<file path="src/acsp_pkg.sv">
`default_nettype none
package acsp_pkg;

  localparam int DEF_MAX_SIDE   = 1024;
  localparam int DEF_MAX_BLOCKS = 64;

  localparam int CNT_W   = 11;
  localparam int TOTAL_W = 21;
  localparam int ACC_W   = TOTAL_W + 1;
  localparam int BLK_W   = 7;
  localparam int CFG_IDX_W  = 3;
  localparam int CFG_DATA_W = 11;

  localparam logic [CNT_W-1:0]   SLICE_CNT_MAX = '1;
  localparam logic [TOTAL_W-1:0] TOTAL_MAX     = '1;

  // register indexes on the configuration port
  localparam logic [CFG_IDX_W-1:0] CFG_SLICE_AXIS     = 3'd0;
  localparam logic [CFG_IDX_W-1:0] CFG_BLOCK_COUNT    = 3'd1;
  localparam logic [CFG_IDX_W-1:0] CFG_GRID_WIDTH     = 3'd2;
  localparam logic [CFG_IDX_W-1:0] CFG_GRID_HEIGHT    = 3'd3;
  localparam logic [CFG_IDX_W-1:0] CFG_ENVELOPE_WIDTH = 3'd4;

  typedef struct packed {
    logic slice_axis;
    logic [BLK_W-1:0] block_count;
    logic [CNT_W-1:0] grid_width;
    logic [CNT_W-1:0] grid_height;
    logic [7:0] envelope_width;
  } cfg_t;

  typedef struct packed {
    logic clr_wr;     // clearing pass: zero one slice count
    logic capture;    // word accepted: latch cell, read its count
    logic upd;        // write back incremented count
    logic div_start;
    logic walk_rd;    // read count at cursor
    logic walk_add;   // add it and advance cursor
    logic emit;       // load result register, next block
  } cmd_t;

  typedef struct packed {
    logic clr_done;
    logic last_cell;
    logic div_done;
    logic walk_more;
    logic out_free;
    logic final_block;
  } sts_t;

endpackage
`default_nettype wire

</file>
<file path="src/acsp_ctrl.sv">
`default_nettype none
module acsp_ctrl (
  input  wire logic clk,
  input  wire logic rst_n,
  input  wire logic in_valid,
  output logic in_ready,
  input  wire acsp_pkg::sts_t sts,
  output acsp_pkg::cmd_t cmd
);
  typedef enum logic [2:0] {
    ST_CLR, ST_LOAD, ST_UPD, ST_DIVS, ST_DIVW, ST_WALK, ST_ADD
  } state_t;

  state_t state_r, state_nxt;

  always_comb begin
    cmd       = '0;
    state_nxt = state_r;
    case (state_r)
      ST_CLR: begin
        cmd.clr_wr = 1'b1;
        if (sts.clr_done) state_nxt = ST_LOAD;
      end
      ST_LOAD: begin
        if (in_valid) begin
          cmd.capture = 1'b1;
          state_nxt   = ST_UPD;
        end
      end
      ST_UPD: begin
        cmd.upd   = 1'b1;
        state_nxt = sts.last_cell ? ST_DIVS : ST_LOAD;
      end
      ST_DIVS: begin
        cmd.div_start = 1'b1;
        state_nxt     = ST_DIVW;
      end
      ST_DIVW: begin
        if (sts.div_done) state_nxt = ST_WALK;
      end
      ST_WALK: begin
        if (sts.walk_more) begin
          cmd.walk_rd = 1'b1;
          state_nxt   = ST_ADD;
        end else if (sts.out_free) begin
          cmd.emit = 1'b1;
          if (sts.final_block) state_nxt = ST_CLR;
        end
      end
      ST_ADD: begin
        cmd.walk_add = 1'b1;
        state_nxt    = ST_WALK;
      end
      default: state_nxt = ST_CLR;
    endcase
  end

  assign in_ready = (state_r == ST_LOAD);

  always_ff @(posedge clk) begin
    if (!rst_n) state_r <= ST_CLR;
    else        state_r <= state_nxt;
  end

  a_one_word: assert property (@(posedge clk) disable iff (!rst_n)
    in_valid && in_ready |=> !in_ready)
    else $error("word taken while previous count update pending");
  a_run_clears: assert property (@(posedge clk) disable iff (!rst_n)
    cmd.emit && sts.final_block |=> state_r == ST_CLR)
    else $error("no clearing pass after final block");
  a_emit_done: assert property (@(posedge clk) disable iff (!rst_n)
    cmd.emit |-> !sts.walk_more && sts.out_free)
    else $error("block emitted before its range closed");
endmodule
`default_nettype wire

</file>
<file path="config.mk">
export PLATFORM = sky130hd
export DESIGN_NAME = acsp_ctrl
export DESIGN_NICKNAME = d
export VERILOG_FILES = /design/src/acsp_pkg.sv /design/src/acsp_ctrl.sv
export SDC_FILE = /design/constraint.sdc
export NUM_CORES = 1
export LEC_CHECK = 0
export BUFFER_PORTS_ARGS = -buffer_cell sky130_fd_sc_hd__buf_2
export CAP_MARGIN = 20
export CORE_AREA = 2 2 39 41
export CTS_CLUSTER_SIZE = 40
export DETAILED_ROUTE_END_ITERATION = 8
export DIE_AREA = 0 0 41 43
export HOLD_SLACK_MARGIN = 0.15
export PLACE_DENSITY = 0.52
export SYNTH_ARGS = -nofsm -noshare
export SYNTH_HDL_FRONTEND = slang
export SYNTH_SLANG_ARGS = --single-unit
</file>
<file path="constraint.sdc">
create_clock -name clk -period 1.6 [get_ports clk]
set_input_delay 0.08 -clock clk [delete_from_list [all_inputs] [get_ports clk]]
set_output_delay 0.08 -clock clk [all_outputs]
set_load 0.03 [all_outputs]
</file>
==> results.md, run 1 <==
- The flow ran to the end, and the final reports show no timing, DRC or antenna violations.
- For this run, the post-layout net count is 63.
- The largest total area in the synthesized netlist belongs to dfxtp_1.
- Entering global routing, the biggest net connects 17 pins.
- In this run the number of H-tree levels came out at 1.
- The max-slew violation count is 0.
- 0 antenna diodes ended up in the layout.
- The HPWL after detailed placement is 477.9 um.
- The total leakage power is 0.1970 nW.
- Counting every instance in the synthesized netlist gives 35.
- After floorplanning, the core was sized to cover 1384 sq um.
- Dividing the detail-routed via count by the number of cells gives 4.406.
- The worst hold path passes through 3 cells.
- The largest registers in the layout are state_r (3).
- The most frequent standard cell in the layout excluding fill and tap cells is buf_2.
- Clock tree synthesis inserted a total of 3 buffers.
- The starting density of the core is 20.07%.
- The largest fanout of any net on the critical path is 10.
- The share of the clock period used by the worst path is 88.80%.
- The least setup slack across all paths after layout is 0.1792 ns.
- The sum of buffers and inverters on the critical path is 1.
- The top cell types in the final layout, fill and taps aside, are buf_2 (16), nand2_1 (4), nor2_1 (3), and2_1 (3), clkbuf_4 (3).
- The worst endpoint required time is 1.52 ns.
- The number of buffers added for setup after CTS is 0.
- In this run, the number of DRC markers left after iteration 0 of detailed routing was 7.
- The gate family responsible for the most delay along the worst path is flip-flops.
- TritonCTS built the clock tree.
- Based on the critical path, the design can be clocked at up to 0.7038 GHz.
- The capturing element type of the critical path is a primary output.
- For the worst-skew pair, the clock arrives at the later sink with an insertion delay of 0.24 ns.
- The clock tree root driver cell is clkbuf_4.
- The total overflow reported by the global router is 0.
- Setup repair after global routing left no endpoint under its margin.
- More flip-flops sit in one register than any other, and that register is state_r.
- The fraction of the yosys area taken by sequential cells is 21.62%.
- The number of buffers on the longest clock path is 2.
- The critical path goes through and4bb_1, and2_1, buf_2.
- The worst register-to-register path ends at state_r[2]$_SDFFE_PN0P_.
- A synthesized cell averages 7.936 sq um.
- The measured slew at the worst slew-check pin is 0.3182 ns.
- The post-synth net total is 44.
- The routed length per placed instance is 9.971 um.
- The global-route usage over all layers is 8.317%.
- The power per cell area is 1209 nW/um^2.
- Buffers placed on the I/O ports in this run total 16.
- Prior to clock tree synthesis, the placed netlist has a worst setup slack of 0.3003 ns.
- The die covers 1763 sq um.
- The number of cells on the worst reg-to-reg path is 3.
- The via count of the first global-routing pass is 253.
- The setup violation total in the final timing report is 0.
- Headroom to the max-slew limit came out at 78.76%.
- The initial antenna violation count was 0.
- The worst min-delay path category is in2reg.
- The startpoint of the worst register-to-register path is state_r[1]$_SDFFE_PN0P_.
- Total power for the finished layout comes to 476.4 uW.
- The worst path in the final design needs a cycle of 1.421 ns, including I/O delays and setup.
- The total negative setup slack is 0 ns.
- The horizontal die dimension is 41 um.
- The number of nets with antenna violations after detailed routing is 0.
- The fraction of synthesized cell area taken by the top area cell type is 21.62%.
- The worst voltage drop across the vdd grid is 0.5104 mV.
- In the post-synthesis netlist, the biggest area contributors are dfxtp_1 (22%), and2_1 (6.8%), nand2_1 (5.4%), nand3b_1 (5.4%), a211oi_2 (4.5%).
- The first global-routing pass estimated 986 um of wire.
- The start point of the worst hold path is sts[2].
- The worst-path cell with the longest stage delay is dfxtp_1.
- The distinct cell type count of the synthesized netlist is 24.
- The layout has 152 filler cells.
- The data arrival time of the critical path is 1.34 ns.
- The floorplan step set the die height to 43 um.
- Cells with a size suffix above 1 make up 39.62% of the layout.
- The number of detailed-route iterations in the first pass is 3.
- At the end of routability-driven placement, the weighted congestion stood at 0.7271.
- The Yosys step of the flow raised 0 warnings.
- The register with the most flip-flops in the layout has 3 of them.
- For this run, design rule violations remaining after detail routing come to 0.
- The clock-pin slew on the worst setup and hold paths is 0.04 ns.
- The critical path is of the reg2out type.
- In this run the core area contains 14 standard-cell rows.
- The clock skew after layout is 0.004151 ns.
- The routed layout has 304 vias.
- The number of ports placed on the die boundary is 17.
- The setup slack on the worst flop-to-flop path is 0.28 ns.
- The count of state elements after synthesis is 3.
- The final layout contains routed wiring with a total length of 688 um.
- Across the run, the number of max-cap violations was 0.
- The post-synthesis cell area is 277.8 sq um.
- For this run, the slowest stage of the critical path takes 0.49 ns.
- The tree built by TritonCTS fans out to 3 sinks.
- The area growth from synthesis to layout is 41.89%.
- The path with the worst hold slack has its endpoint at state_r[1]$_SDFFE_PN0P_.
- The number of hold violations in the final report is 0.
- STA classifies the critical path startpoint as a flip-flop.
power breakdown:
group	internal [mW]	total (mW)	switching, mW
registers	0.0920	0.138	0.0461
clock network	0.0937	0.137	0.0436
logic	0.0870	0.201	0.114
what timing repair did:
| item | CTS | global route |
|---|---|---|
| hold buffers | 1 | 0 |
| endpoints found under the setup margin | 0 | 1 |
| gates resized for setup | 0 | 1 |
| hold endpoints to repair | 2 | 0 |
cell families after synthesis:
logic type | synth area share (%)
AND/OR/NAND/NOR | 44.60
AO/OA/AOI/OAI | 21.18
buffers and inverters | 9.008
flip-flops | 21.62
multiplexers | 3.604
synthesized netlist by cell type:
| cell type | number |
|---|---|
| a22oi_1 | 1 |
| o22ai_1 | 1 |
| nand3b_1 | 2 |
| dfxtp_1 | 3 |
| buf_6 | 1 |
| buf_2 | 2 |
| mux2i_1 | 1 |
| nor3b_1 | 1 |
| nor2_1 | 3 |
| nand2b_1 | 1 |
| and2_1 | 3 |
| nand2_1 | 4 |
| a211oi_2 | 1 |
| inv_1 | 1 |
| a21o_1 | 1 |
| o31a_1 | 1 |
| nor3_1 | 1 |
| nor4b_1 | 1 |
| a211o_1 | 1 |
| a21boi_0 | 1 |
| and4bb_1 | 1 |
| or2b_1 | 1 |
| and4b_1 | 1 |
| and3_1 | 1 |
how the worst max path moves through the flow:
stage	from	endpoint	slack [ns]	cells past startpoint
6_report	state_r[2]$_SDFFE_PN0P_	cmd[0]	0.18	3
5_1_grt	state_r[2]$_SDFFE_PN0P_	cmd[0]	0.12	3
4_1_cts	state_r[0]$_SDFFE_PN0P_	cmd[0]	0.04	3
3_5_place_dp	state_r[0]$_SDFFE_PN0P_	state_r[1]$_SDFFE_PN0P_	0.30	3
3_3_place_gp	state_r[1]$_SDFFE_PN0P_	state_r[2]$_SDFFE_PN0P_	0.32	3
2_1_floorplan	state_r[0]$_SDFFE_PN0P_	cmd[4]	0.28	2
metal layers:
metal	up-vias	global-route usage [%]	share of wire, %
met5	-	0	0
met4	0	8.000	2.2
met3	2	2.094	12
met2	18	9.063	35
met1	122	12.14	51
li1	162	-	-
worst reg2reg max path: stages (launching register included):
cell,delay [ns]
dfxtp_1,0.50
and4bb_1,0.26
and2_1,0.17
o31a_1,0.27
metrics by stage:
step	std cells	instance area, sq um	util (%)	hold slack, ns
after CTS	69	392.9	28.39	0.1567
after global routing	69	394.1	28.48	0.1679
final	69	394.1	28.48	0.1571
after global placement	64	356.6	25.77	0.3296
after detailed placement	64	356.6	25.77	0.3321
after floorplan	35	277.8	-	0.2079
cell type report:
cell class | count | area [sq um] | share of cell area, %
Timing Repair Buffer | 17 | 90.09 | 22.86
Multi-Input combinational cell | 28 | 192.7 | 48.89
Tap cell | 16 | 20.02 | 5.079
Sequential cell | 3 | 61.31 | 15.56
Inverter | 1 | 3.754 | 0.9524
Clock buffer | 4 | 26.28 | 6.667
No activity file was read; power rests on OpenSTA's default activity.
==> run 2: changes to the inputs <==
--- a/config.mk
+++ b/config.mk
@@ -8,11 +8,12 @@
 export BUFFER_PORTS_ARGS = -buffer_cell sky130_fd_sc_hd__buf_2
 export CAP_MARGIN = 20
 export CORE_AREA = 2 2 39 41
+export CTS_BUF_LIST = sky130_fd_sc_hd__clkbuf_4
 export CTS_CLUSTER_SIZE = 40
 export DETAILED_ROUTE_END_ITERATION = 8
 export DIE_AREA = 0 0 41 43
 export HOLD_SLACK_MARGIN = 0.15
-export PLACE_DENSITY = 0.52
+export PLACE_DENSITY_LB_ADDON = 0.1
 export SYNTH_ARGS = -nofsm -noshare
 export SYNTH_HDL_FRONTEND = slang
 export SYNTH_SLANG_ARGS = --single-unit
==> run 2 against run 1 <==
Worst setup slack improved by 0.031 ns. Cell area increased by 0.95%. Combinational power about the same. Core utilization increased by 0.27 points. Largest cell class unchanged.
==> results.md, run 2 (synthesized netlist as in run 1, its figures left out) <==
- The worst hold slack is 0.1715 ns (+0.01440 ns).
- The number of buffers added by the clock tree synthesis step is 3 (unchanged).
- The number of flip-flops under the largest register name was 3 (unchanged).
- The worst endpoint required time was 1.52 ns (about the same).
- The setup slack after placement is 0.2760 ns (-0.02428 ns).
- The antenna cell count is 0 (unchanged).
- The proportion of layout cells with a drive suffix above 1 is 41.51% (+1.9 points).
- The share of the clock period used by the worst path is 86.84% (-2.0 points).
- The number of hold violations in the final report was 0 (unchanged).
- The final critical path time including I/O delays and setup is 1.389 ns (-0.03130 ns).
- The top register by number of flip-flops is state_r.
- The quantity of I/O buffers inserted on ports came to 16 (unchanged).
- The total leakage power is 0.2004 nW (+1.7%).
- The core area is 1384 sq um (unchanged).
- The largest registers in the layout are state_r (3).
- TritonCTS built the clock tree.
- The total overflow reported by the global router is 0 (unchanged).
- The global-route usage over all layers is 9.127% (+0.81 points).
- The die area came to 1763 sq um (unchanged).
- The number of buffers added for setup after CTS is 0 (unchanged).
- The capturing element type of the critical path is a primary output.
- The headroom to the max-slew limit is 78.89% (+0.13 points).
- The largest fanout of any net on the critical path was 12 (+2).
- The highest clock frequency the design can meet is 0.7197 GHz (+2.3%).
- The starting density of the core was 20.07% (unchanged).
- The number of buffers on the longest clock path is 2 (unchanged).
- The setup violation total in the final timing report is 0 (unchanged).
- The via count of the first global-routing pass is 255 (+0.79%).
- The data arrival time of the critical path is 1.31 ns (-0.03 ns).
- The total power of the final layout is 486.8 uW (+2.2%).
- The least setup slack across all paths after layout is 0.2105 ns (+0.03130 ns).
- The power per cell area is 1223 nW/um^2 (+1.2%).
- The max-slew violation count is 0 (unchanged).
- The flow ran to the end, and the final reports show no timing, DRC or antenna violations.
- The total negative setup slack was 0 ns (unchanged).
- STA classifies the critical path startpoint as a flip-flop.
- The setup slack on the worst flop-to-flop path is 0.29 ns (about the same).
- The number of ports placed on the die boundary is 17 (unchanged).
- The number of standard-cell rows in the floorplan is 14 (unchanged).
- The number of levels the H-tree was split into was 1 (unchanged).
- The worst hold path belongs to the class in2reg.
- The violation count after the first detailed-routing iteration came to 1 (-6).
- The number of max-cap violations came to 0 (unchanged).
- The library cells used most frequently in the layout, excluding fill and tap cells, are buf_2 (16), nand2_1 (4), clkbuf_4 (4), nor2_1 (3), and2_1 (3).
- The aggregate routed wire length is 677 um (-1.6%).
- The half-perimeter wire length of the detailed placement result is 522.2 um (+9.3%).
- The horizontal die dimension was 41 um (unchanged).
- The worst-skew pair later-pin latency was 0.23 ns (about the same).
- The final net count is 63 (unchanged).
- The worst voltage drop across the vdd grid is 0.2822 mV (-45%).
- The largest net degree at the start of global routing is 17 (unchanged).
- The path type of the worst setup path is reg2out.
- The sink count of the clock tree was 3 (unchanged).
- The via count is 300 (-1.3%).
- The residual DRC count is 0 (unchanged).
- The area added between synthesis and finish is 43.24%.
- The routed length per placed instance was 9.812 um (-1.6%).
- The routability congestion estimate from global placement was 0.6243 (-14%).
- The clock skew after layout is 0.001728 ns (-0.002423 ns).
- The number of nets with antenna violations after detailed routing is 0 (unchanged).
- The global-route wire length before repair came to 1014 um (+2.8%).
- The via-per-instance ratio is 4.348 (-1.3%).
- The library cell used most frequently in the layout, excluding fill and tap cells, is buf_2.
- Setup repair after global routing left no endpoint under its margin.
- The floorplan die height was 43 um (unchanged).
- The number of filler cells placed in the layout is 159 (+4.6%).
- The clock-pin slew on the worst setup and hold paths was 0.04 ns (about the same).
- The measured slew at the worst slew-check pin is 0.3162 ns (-0.001938 ns).
- The initial antenna violation count is 0 (unchanged).
- The cell sitting at the root of the clock tree is a clkbuf_4.
- The number of detailed-route iterations in the first pass is 2 (-1).
==> run 2: cell counts in the layout (fill, tap and decap cells not counted) <==
Identical to the previous run, type by type.
==> run 2: layout make-up <==
type | count | area, sq um | area share, %
multi-input combinational | 28 | 192.7 | 48.43
timing repair buffer | 17 | 90.09 | 22.64
sequential | 3 | 61.31 | 15.41
clock buffer | 4 | 30.03 | 7.547
tap | 16 | 20.02 | 5.031
inverter | 1 | 3.754 | 0.9434
==> run 2: final timing paths <==
kind,startpoint,to,depth (start not counted)
setup / recovery,state_r[1]$_SDFFE_PN0P_,cmd[0],3
hold / removal,sts[2],state_r[1]$_SDFFE_PN0P_,3
setup reg to reg,state_r[1]$_SDFFE_PN0P_,state_r[2]$_SDFFE_PN0P_,3
hold reg to reg,state_r[0]$_SDFFE_PN0P_,state_r[0]$_SDFFE_PN0P_,1
==> run 2: report_power, final <==
part	leakage [nW]	switching (mW)	total, mW	internal (mW)
logic	0.157	0.115	0.202	0.0870
clock network	0.0184	0.0371	0.147	0.110
registers	0.0249	0.0450	0.137	0.0920
total	0.200	0.198	0.487	0.289
==> run 2: metal layers <==
metal	global-route usage (%)	share of wire, %	vias up
met5	0	0	-
met4	10.00	0	0
met3	3.141	2.8	0
met2	10.94	50	6
met1	11.22	47	133
li1	-	-	161
==> run 2: timing repair <==
| item | 4_1_cts | 5_1_grt |
|---|---|---|
| resized for setup | 0 | 1 |
| hold buffers | 1 | 0 |
| endpoints found under the setup margin | 0 | 1 |
| hold endpoints to repair | 2 | 0 |
==> run 2: worst max-delay path, cell delays in order, from the launching register on <==
cell	delay, ns
dfxtp_1	0.49
and4bb_1	0.26
and2_1	0.16
buf_2	0.17
==> run 2: per-stage QoR <==
| step | cells | cell area [sq um] | utilization [%] |
|---|---|---|---|
| floorplan | 35 | 277.8 | - |
| CTS | 69 | 396.6 | 28.66 |
| detailed placement | 64 | 356.6 | 25.77 |
| global route | 69 | 397.9 | 28.75 |
| finish | 69 | 397.9 | 28.75 |
| global placement | 64 | 356.6 | 25.77 |
==> run 3: changes to the inputs <==
==> constraint.sdc (replaced) <==
create_clock -name clk -period 1.6 [get_ports clk]
set_input_delay 0.32 -clock clk [delete_from_list [all_inputs] [get_ports clk]]
set_output_delay 0.32 -clock clk [all_outputs]
set_load 0.03 [all_outputs]
==> run 3 against run 2 <==
Clock power is 9% higher. Critical path depth is the same. Sequential power shrank 12%. Worst setup slack got worse by 0.14 ns. Critical endpoint unchanged. Largest cell class unchanged. Largest power group unchanged.
==> results.md, run 3 (synthesized netlist as in run 1, its figures left out) <==
- The run finished with clean final reports.
- The number of nets with antenna violations after detailed routing came to 0 (unchanged).
- The post-placement cell area is 379.1 sq um (+6.3%).
- The fraction of power consumed by sequential logic is 23.2% (-5.0 points).
- The number of max-cap violations is 0 (unchanged).
- In the layout the commonest cells are buf_2 (15), clkbuf_4 (5), nand2_1 (4).
- The data arrival time of the critical path is 1.21 ns (-0.10 ns).
- The quantity of I/O buffers inserted on ports came to 16 (unchanged).
- The CTS tree is yes.
- The worst hold slack is 0.3443 ns (+0.1728 ns).
- The total negative setup slack is 0 ns (unchanged).
- The total placed cells including tap cells is 67 (+4.7%).
- The residual DRC count was 0 (unchanged).
- The uppermost layer routed is met4.
- The final core utilization was 30.11% (+1.4 points).
- The combinational power share is 46.1% (+4.5 points).
- The clock group share of total power is 30.7% (+0.4 points).
- The global-route wire length before repair is 1159 um (+14%).
- The worst endpoint required time is 1.28 ns (-0.24 ns).
- The number of instances on the worst hold path is 2 (-1).
- The switching portion of total power came to 40.57% (about the same).
- The capturing element type of the critical path is a primary output.
- The initial antenna violation count is 0 (unchanged).
- The final standard cell count with taps included and fillers excluded is 71 (+2.9%).
- The number of flip-flops under the largest register name is 3 (unchanged).
- The detailed-routing wirelength on met1 came to 302 um (-5.3%).
- The floorplan die height is 43 um (unchanged).
- The cell internal power dissipation came to 309.7 uW (+7.0%).
- The setup slack on the worst flop-to-flop path was 0.41 ns (+0.12 ns).
- The power per cell area was 1251 nW/um^2 (+2.2%).
- The aggregate routed wire length is 702 um (+3.7%).
- The worst voltage drop across the vdd grid came to 0.3896 mV (+38%).
- The area added between synthesis and finish is 50.00%.
- The startpoint identified for the worst register-to-register timing path is state_r[1]$_SDFFE_PN0P_.
- The measured slew at the worst slew-check pin is 0.2681 ns (-0.04816 ns).
- The source of the critical timing path is state_r[1]$_SDFFE_PN0P_.
- The final critical path time including I/O delays and setup is 1.534 ns (+0.1446 ns).
- In this run the most critical hold path is launched from rst_n.
- The number of buffers on the longest clock path is 2 (unchanged).
- The final net count was 65 (+3.2%).
- The via-per-instance ratio is 4.648 (+6.9%).
- The number of filler cells placed in the layout is 161 (+1.3%).
- The via count is 330 (+10%).
- The tree is rooted in a clkbuf_4.
- The number of standard-cell rows in the floorplan is 14 (unchanged).
- The global-route usage over all layers is 10.23% (+1.1 points).
- The register with the most flip-flops in the final layout is state_r.
- The number of detailed-route iterations in the first pass is 2 (unchanged).
- The worst-skew pair later-pin latency was 0.25 ns (+0.02 ns).
- The largest net degree at the start of global routing came to 10 (-7).
- The half-perimeter wire length of the detailed placement result came to 545.3 um (+4.4%).
- The capture point of the worst reg-to-reg path is state_r[0]$_SDFFE_PN0P_.
- The worst min-delay path category is in2reg.
- The routability congestion estimate from global placement is 0.6382 (+2.2%).
- The total overflow reported by the global router is 0 (unchanged).
- The most frequent standard cell in the layout excluding fill and tap cells is buf_2.
- Setup repair after global routing left no endpoint under its margin.
- The setup violation total in the final timing report is 0 (unchanged).
- The clock skew after layout is 0.01070 ns (+0.008970 ns).
- The headroom to the max-slew limit was 81.88% (+3.0 points).
- The final design area excluding fillers is 416.7 sq um (+4.7%).
- The antenna cell count is 0 (unchanged).
- The routed length per placed instance came to 9.887 um (+0.77%).
- The number of ports placed on the die boundary came to 17 (unchanged).
- The setup slack after placement was 0.2398 ns (-0.03628 ns).
- The number of hold violations in the final report is 0 (unchanged).
- The proportion of layout cells with a drive suffix above 1 came to 47.27% (+5.8 points).
- The violation count after the first detailed-routing iteration came to 1 (unchanged).
- The horizontal die dimension is 41 um (unchanged).
- The share of the clock period used by the worst path is 95.88% (+9.0 points).
- STA classifies the critical path startpoint as a flip-flop.
- The total net switching power is 211.4 uW (+7.0%).
- The max-slew violation count is 0 (unchanged).
- The largest fanout of any net on the critical path is 7 (-5).
- The via count of the first global-routing pass is 307 (+20%).
- The largest registers in the layout are state_r (3).
- The met3 layer wire length in the routed design is 19 um (unchanged).
- The total power of the final layout came to 521.1 uW (+7.0%).
- The least setup slack across all paths after layout is 0.06590 ns (-0.1446 ns).
- The core area is 1384 sq um (unchanged).
- The worst hold path terminates at state_r[2]$_SDFFE_PN0P_.
- The number of levels the H-tree was split into was 1 (unchanged).
- The starting density of the core came to 20.07% (unchanged).
- The total leakage power is 0.2121 nW (+5.8%).
- The sink count of the clock tree is 3 (unchanged).
- The wire length on met2 is 361 um (+6.8%).
- The highest clock frequency the design can meet came to 0.6519 GHz (-9.4%).
- The cell count of the worst reg-to-reg path is 4 (+1).
- The die area is 1763 sq um (unchanged).
- The clock-pin slew on the worst setup and hold paths was 0.04 ns (about the same).
- The number of buffers added by the clock tree synthesis step is 3 (unchanged).
- By startpoint and endpoint, the worst setup path is classified as reg2out.
==> run 3: changes by cell type in the layout (fill, tap and decap cells not counted), sizes merged <==
cell and delta:
buf +2, dlygate4sd3 -1, clkbuf +1
==> run 3: worst max-delay path by stage <==
stage | slack [ns] | depth (start not counted) | to
6_report | 0.07 | 3 | cmd[0]
5_1_grt | 0.002 | 3 | cmd[0]
4_1_cts | 0.05 | 3 | cmd[4]
3_5_place_dp | 0.24 | 4 | cmd[0]
3_3_place_gp | 0.24 | 4 | cmd[0]
2_1_floorplan | 0.04 | 2 | cmd[4]
==> run 3: power by group through the flow <==
stage | clock network, mW | logic [mW] | registers (mW)
2_1_floorplan | 0 | 0.188 | 0.103
3_3_place_gp | 0 | 0.244 | 0.120
3_5_place_dp | 0 | 0.241 | 0.117
4_1_cts | 0.165 | 0.242 | 0.118
5_1_grt | 0.167 | 0.261 | 0.126
6_report | 0.160 | 0.240 | 0.121
==> run 3: worst max-delay path, stage by stage, from the launching register on <==
cell,delay [ns]
dfxtp_2,0.34
and4bb_1,0.31
and2_1,0.14
clkbuf_4,0.18
==> run 3: layout make-up <==
| type | instances | area [sq um] | share of cell area, % |
|---|---|---|---|
| well taps | 16 | 20.02 | 4.805 |
| repair buffers | 19 | 105.1 | 25.23 |
| multi-input cells | 28 | 192.7 | 46.25 |
| clock buffers | 4 | 30.03 | 7.207 |
| inverters | 1 | 3.754 | 0.9009 |
| flip-flops and latches | 3 | 65.06 | 15.62 |
==> run 3: layer usage <==
metal | vias to the layer above | global-route usage (%)
met3 | 2 | 3.141
met2 | 8 | 14.69
met4 | 0 | 10.00
li1 | 165 | -
met5 | - | 0
met1 | 155 | 10.90
==> run 3: timing repair <==
| action | in CTS | in global routing |
|---|---|---|
| setup endpoints to repair | 2 | 1 |
| hold buffers | 0 | 0 |
| resized for setup | 1 | 3 |
| setup buffers | 0 | 0 |
| pin swaps | 0 | 1 |
